## src/rtl/sdaf_pkg.sv

```systemverilog
`timescale 1ns / 1ps
// Shared types and constants of the signed decimal ASCII formatter.
// Depends on nothing; used by signed_decimal_ascii_formatter.
package sdaf_pkg;

	localparam int VALUE_BITS_DEF = 32;
	localparam int VALUE_W        = 32;
	localparam int CHAR_W         = 8;
	localparam int DIGIT_W        = 4;

	localparam logic [CHAR_W-1:0] CHAR_ZERO  = 8'h30;
	localparam logic [CHAR_W-1:0] CHAR_MINUS = 8'h2D;

	// Decimal digits needed for an unsigned number of the given width.
	// 1233 / 4096 is a close lower bound of log10(2) over the usable range.
	function automatic int digits_for(input int bits);
		return ((bits * 1233) >> 12) + 1;
	endfunction

	typedef enum logic [2:0] {
		ST_IDLE,
		ST_CONV,
		ST_SKIP,
		ST_SIGN,
		ST_EMIT
	} state_t;

endpackage

```

## src/rtl/signed_decimal_ascii_formatter.sv

```systemverilog
`timescale 1ns / 1ps
// Signed decimal ASCII formatter: one signed integer in, its decimal text out.
// Steps: a load, VALUE_BITS shift-and-add-3 steps, dropping of leading zeros (up to NDIG-1),
// then the sign if negative and one character per cycle while out_ready is high.
// A new value is taken only in idle, once the last character of the previous one is out.
// Reset: arst_n clears the sequencer and the output valid flag asynchronously.
// Depends on sdaf_pkg.
module signed_decimal_ascii_formatter #(
	parameter int VALUE_BITS = sdaf_pkg::VALUE_BITS_DEF
) (
	input  logic                              clk,
	input  logic                              arst_n,
	input  logic                              in_valid,
	output logic                              in_ready,
	input  logic signed [sdaf_pkg::VALUE_W-1:0] value,
	output logic                              out_valid,
	input  logic                              out_ready,
	output logic [sdaf_pkg::CHAR_W-1:0]       ascii_char,
	output logic                              last_char
);

	// Number of BCD digits held, and the widths of the counters that walk them.
	localparam int NDIG    = sdaf_pkg::digits_for(VALUE_BITS);
	localparam int BCD_W   = NDIG * sdaf_pkg::DIGIT_W;
	localparam int BITC_W  = $clog2(VALUE_BITS);
	localparam int DIGC_W  = $clog2(NDIG + 1);

	sdaf_pkg::state_t state_q, state_d;

	// Conversion datapath. The magnitude shifts out of mag_q, most significant
	// bit first, into the BCD register. Before every shift, each BCD digit of 5
	// or more gets 3 added, so that doubling it carries correctly into the next
	// digit. This one adjust-and-shift unit is reused for all VALUE_BITS steps.
	logic [VALUE_BITS-1:0] mag_q;
	logic [BCD_W-1:0]      bcd_q;
	logic [BCD_W-1:0]      bcd_adj;
	logic [BITC_W-1:0]     bit_cnt_q;
	logic [DIGC_W-1:0]     dig_cnt_q;
	logic                  neg_q;

	// The output register parts the sequencer from the consumer.
	logic                          out_valid_q;
	logic [sdaf_pkg::CHAR_W-1:0]   char_q;
	logic                          last_q;

	logic [VALUE_BITS-1:0]           raw;
	logic                            raw_neg;
	logic [sdaf_pkg::DIGIT_W-1:0]    top_digit;
	logic                            out_free;

	// Control strobes from the output decode.
	logic load_item;
	logic conv_step;
	logic skip_step;
	logic put_sign;
	logic put_digit;

	// Bits above VALUE_BITS are ignored; a wider setting zero-extends the port.
	assign raw       = VALUE_BITS'($unsigned(value));
	assign raw_neg   = raw[VALUE_BITS-1];
	assign top_digit = bcd_q[BCD_W-1 -: sdaf_pkg::DIGIT_W];
	assign out_free  = !out_valid_q || out_ready;

	always_comb begin
		for (int i = 0; i < NDIG; i++) begin
			if (bcd_q[i*sdaf_pkg::DIGIT_W +: sdaf_pkg::DIGIT_W] >= 4'd5) begin
				bcd_adj[i*sdaf_pkg::DIGIT_W +: sdaf_pkg::DIGIT_W] =
					bcd_q[i*sdaf_pkg::DIGIT_W +: sdaf_pkg::DIGIT_W] + 4'd3;
			end else begin
				bcd_adj[i*sdaf_pkg::DIGIT_W +: sdaf_pkg::DIGIT_W] =
					bcd_q[i*sdaf_pkg::DIGIT_W +: sdaf_pkg::DIGIT_W];
			end
		end
	end

	// Next state. Leading zeros are dropped one digit per cycle, but the last
	// digit always stays, so zero prints as a single '0'.
	always_comb begin
		state_d = state_q;
		unique case (state_q)
			sdaf_pkg::ST_IDLE: begin
				if (in_valid) state_d = sdaf_pkg::ST_CONV;
			end
			sdaf_pkg::ST_CONV: begin
				if (bit_cnt_q == '0) state_d = sdaf_pkg::ST_SKIP;
			end
			sdaf_pkg::ST_SKIP: begin
				if (!(top_digit == '0 && dig_cnt_q > DIGC_W'(1))) begin
					state_d = neg_q ? sdaf_pkg::ST_SIGN : sdaf_pkg::ST_EMIT;
				end
			end
			sdaf_pkg::ST_SIGN: begin
				if (out_free) state_d = sdaf_pkg::ST_EMIT;
			end
			sdaf_pkg::ST_EMIT: begin
				if (out_free && dig_cnt_q == DIGC_W'(1)) state_d = sdaf_pkg::ST_IDLE;
			end
			default: state_d = sdaf_pkg::ST_IDLE;
		endcase
	end

	// Output decode of the sequencer.
	always_comb begin
		in_ready  = 1'b0;
		load_item = 1'b0;
		conv_step = 1'b0;
		skip_step = 1'b0;
		put_sign  = 1'b0;
		put_digit = 1'b0;
		unique case (state_q)
			sdaf_pkg::ST_IDLE: begin
				in_ready  = 1'b1;
				load_item = in_valid;
			end
			sdaf_pkg::ST_CONV: begin
				conv_step = 1'b1;
			end
			sdaf_pkg::ST_SKIP: begin
				skip_step = (top_digit == '0) && (dig_cnt_q > DIGC_W'(1));
			end
			sdaf_pkg::ST_SIGN: begin
				put_sign = out_free;
			end
			sdaf_pkg::ST_EMIT: begin
				put_digit = out_free;
			end
			default: begin
			end
		endcase
	end

	always_ff @(posedge clk or negedge arst_n) begin
		if (!arst_n) begin
			state_q     <= sdaf_pkg::ST_IDLE;
			out_valid_q <= 1'b0;
		end else begin
			state_q <= state_d;
			if (put_sign || put_digit) begin
				out_valid_q <= 1'b1;
			end else if (out_ready) begin
				out_valid_q <= 1'b0;
			end
		end
	end

	// Datapath registers; they carry no reset.
	always_ff @(posedge clk) begin
		if (load_item) begin
			// The magnitude of the most negative value is correct as an
			// unsigned number, so no overflow case arises.
			mag_q     <= raw_neg ? (~raw + VALUE_BITS'(1)) : raw;
			neg_q     <= raw_neg;
			bcd_q     <= '0;
			bit_cnt_q <= BITC_W'(VALUE_BITS - 1);
		end
		if (conv_step) begin
			{bcd_q, mag_q} <= {bcd_adj[BCD_W-2:0], mag_q, 1'b0};
			bit_cnt_q      <= bit_cnt_q - BITC_W'(1);
			dig_cnt_q      <= DIGC_W'(NDIG);
		end
		if (skip_step || put_digit) begin
			bcd_q     <= {bcd_q[BCD_W-sdaf_pkg::DIGIT_W-1:0], {sdaf_pkg::DIGIT_W{1'b0}}};
			dig_cnt_q <= dig_cnt_q - DIGC_W'(1);
		end
		if (put_sign) begin
			char_q <= sdaf_pkg::CHAR_MINUS;
			last_q <= 1'b0;
		end
		if (put_digit) begin
			char_q <= sdaf_pkg::CHAR_ZERO | {{(sdaf_pkg::CHAR_W-sdaf_pkg::DIGIT_W){1'b0}}, top_digit};
			last_q <= (dig_cnt_q == DIGC_W'(1));
		end
	end

	assign out_valid  = out_valid_q;
	assign ascii_char = char_q;
	assign last_char  = last_q;

endmodule
```

## config.mk

```make
export PLATFORM = sky130hd
export DESIGN_NAME = signed_decimal_ascii_formatter
export DESIGN_NICKNAME = d
export VERILOG_FILES = /design/src/rtl/sdaf_pkg.sv /design/src/rtl/signed_decimal_ascii_formatter.sv
export SDC_FILE = /design/constraint.sdc
export NUM_CORES = 1
export LEC_CHECK = 0
export ABC_CLOCK_PERIOD_IN_PS = 3500
export BUFFER_PORTS_ARGS = -buffer_cell sky130_fd_sc_hd__buf_2
export CORE_AREA = 2 2 105 96
export DETAILED_ROUTE_END_ITERATION = 16
export DIE_AREA = 0 0 107 98
export PLACE_DENSITY = 0.87
export SYNTH_ARGS = -nofsm -noshare
export SYNTH_HDL_FRONTEND = slang
export SYNTH_SLANG_ARGS = --single-unit
```

## constraint.sdc

```tcl
create_clock -name clk -period 3.5 [get_ports clk]
set_clock_uncertainty 0.1 [all_clocks]
set_input_delay 0.35 -clock clk [delete_from_list [all_inputs] [get_ports clk]]
set_output_delay 0.35 -clock clk [all_outputs]
set_load 0.05 [all_outputs]
```

==> flow_summary.ini <==
[run_status]
outcome = complete, no violations

[clock_tree]
cts.repair.resized = 0
clk_pin_slew_ns = 0.09
root_buffer = clkbuf_8
numCtsBuffers = 9
clock_latency_ns = 0.37
cts_tree = yes
post_cts_buffers = 0
htree_levels = 3
clockBufferDepth = 2
clkSinkCount = 92

[finish]
fillers = 724
layout.nets = 657
fin_area_sq_mm = 0.00601
utilization_pct = 63.3
regArea_sq_mm = 0.00268
multiInputGateArea_sq_mm = 0.00258
syn_to_final_growth_pct = 8.99
diodes = 0
drive_above_1_share_pct = 13.3
final_cells = 726

[detailed_routing]
remaining_drc_errors = 0
first_pass_iters = 5
ant_nets = 0
drt-total-wl_um = 10800
dr_total_vias = 4227
via_per_inst = 5.82
dr.first_iter.drc_count = 247
avgRoutedWirePerCell_um = 14.9

[synthesis]
synth_edf_count = 82
async_flop_share_pct = 4.35
ys_ff_latch = 92
yosys-top-cells-area = edfxtp_1, o21ai_0, nand2_1
syn-mean-instance-area_sq_um = 9.88
synth_area_leader_cell = edfxtp_1
yosys_warnings = 0
syn_area_sq_mm = 0.00551
ys_seq_area_share_pct = 48.7
syn_inst = 558
synth_top_area_share_pct = 44.7
synth_cell_types = 45
synthFlopType = edfxtp_1

[global_routing]
grt_usage_pct = 21.4
grt_pass1_wl_um = 18100
grt_start_max_net_pins = 41
grtUsageMet2_pct = 36.1
grt_use_met1_pct = 26.7
busiest_layer = met2
grt_use_met3_pct = 4.87
grt_remaining_overflow = 0
antenna_found_initial = 0
grt_pass1_vias = 4153

[run]
drv_cap = 0

[floorplan]
die_y_um = 98
die_area_sq_mm = 0.0105
die_w_um = 107
io_pins = 47
initial_core_util_pct = 58.1
coreArea_sq_mm = 0.00949
rows = 34

[power_and_ir_drop]
power.leakage_nw = 2.23
vdd_drop_max_v = 0.000473
seq_power_share_pct = 45.4
netSwitchingFraction_pct = 41.7
clkPwrFrac_pct = 12.3
cellPowerDensity_mw_per_mm2 = 867
p_int_mw = 3.04
comb_power_share_pct = 42.3
p_sw_mw = 2.17
power_mw = 5.21

[sta]
hold_violations = 0
whs_ns = 0.161
tns_ns = 0
min_period_ns = 2.61
setup_viol = 0
drv_slew = 0
rsz0062_at_grt = no
worst_slew_pin_slew_ns = 0.677
timing.fmax_ghz = 0.384
setup_ws_ns = 0.893
fin_crit_sh_pct = 74.5
slew_headroom_pct = 54.7

[setup_path]
crit_type = register to register
critPathArrivalTime_ns = 2.69
cp-start-kind = register
cp.required_ns = 3.59
endpoint_kind = register
worst-path-max-fanout = 22

[place]
portBuffers = 43
dp_slack_ns = 0.755
place_congestion = 0.834
dpl.hpwl_um = 7330
place_area_sq_mm = 0.00583
place_inst = 709

[hold_path]
hold_class = input pin to register
## critical path, cell delays in order (launching register included)
cell     delay, ns
dfrtp_1       0.49
nor3b_1       0.48
nand2_1       0.36
nand2_1       0.57
buf_12        0.24
o21ai_0       0.11
o31ai_1       0.08
## flip-flops by register name, indices dropped and copies added, names as in the netlist
name,cells
bit_cnt_q,5
neg_q,1
state_q,3
last_char,1
bcd_q,40
mag_q,32
dig_cnt_q,4
out_valid,1
ascii_char,5
## layout by cell type (no fill, tap or decap), types with 5 or more instances in the layout
master and n:
buf_4 5, o31ai_1 16, edfxtp_1 82, o21ai_1 13
o21ai_0 70, dfxtp_1 6, nor2_1 18, inv_1 30
xor2_1 28, clkbuf_8 9, nor2b_1 6, buf_2 43
nand3_1 6, o41ai_2 6, nor3b_1 19, ha_1 26
nor3_1 6, a21oi_1 37, nand2b_1 11, xnor2_1 16
nand2_1 89
## cells by family (layout without fill, tap and decap cells)
group                    Yosys count  in the layout  share of synthesized area [%]
AO/OA/AOI/OAI                    162            162                           17.9
XOR/XNOR                          44             44                           6.99
adder cells (fa/ha/maj)           26             26                           5.90
buffers and inverters             56             97                           4.63
flip-flops                        92             92                           48.7
multiplexers                       2              2                          0.386
other                              2              3                          0.136
AND/OR/NAND/NOR                  174            174                           15.4
## metal layers
layer  share of wire [%]  up-vias  wire length, um
met5                   0        -                0
met4                 2.0        0              218
met3                 5.2       19              564
met2                  49      129             5270
met1                  44     2007             4760
li1                    -     2072                -
## area by class of cell
class / count / area share [%]
inverter: 30 / 1.87
tap: 126 / 2.62
sequential: 92 / 44.6
clock buffer: 10 / 2.12
clock inverter: 6 / 0.687
timing repair buffer: 51 / 5.04
multi-input combinational: 411 / 43.0
## cells in the mapped netlist (7+ instances only)
library cell / count
nor2_1: 18
xnor2_1: 16
xor2_1: 28
nand2b_1: 11
o31ai_1: 16
o21ai_0: 70
ha_1: 26
o21ai_1: 13
nand2_1: 89
inv_1: 30
a21oi_1: 37
nor3_1: 7
edfxtp_1: 82
nor3b_1: 19
clkbuf_1: 16
## power by group through the flow
stage / clock, mW / combinational [mW] / sequential (mW)
final: 0.641 / 2.20 / 2.36
after global routing: 0.694 / 2.49 / 2.43
after CTS: 0.652 / 2.21 / 2.36
after detailed placement: 0 / 2.18 / 2.37
after global placement: 0 / 2.06 / 2.34
after floorplan: 0 / 1.62 / 2.34
## path summary, 6_finish.rpt
path	end	cells after the start	start	slack, ns
min reg2reg	bcd_q[0]$_SDFFE_PP0P_	2	mag_q[31]$_DFFE_PP_	0.36
max reg2reg	bcd_q[12]$_DFFE_PP_	6	state_q[0]$_DFFE_PN0P_	0.89
max	bcd_q[12]$_DFFE_PP_	6	state_q[0]$_DFFE_PN0P_	0.89
max in group asynchronous	state_q[2]$_DFFE_PN0P_	2	arst_n	2.98
min	mag_q[0]$_SDFFE_PP0P_	3	value[0]	0.16
min in group asynchronous	out_valid$_DFFE_PN0P_	2	arst_n	0.21
## timing repair
item | in CTS | in global routing
hold buffers | 1 | 0
hold endpoints to repair | 4 | 0
setup endpoints to repair | 0 | 0
Power figures use the tool's default switching activity.
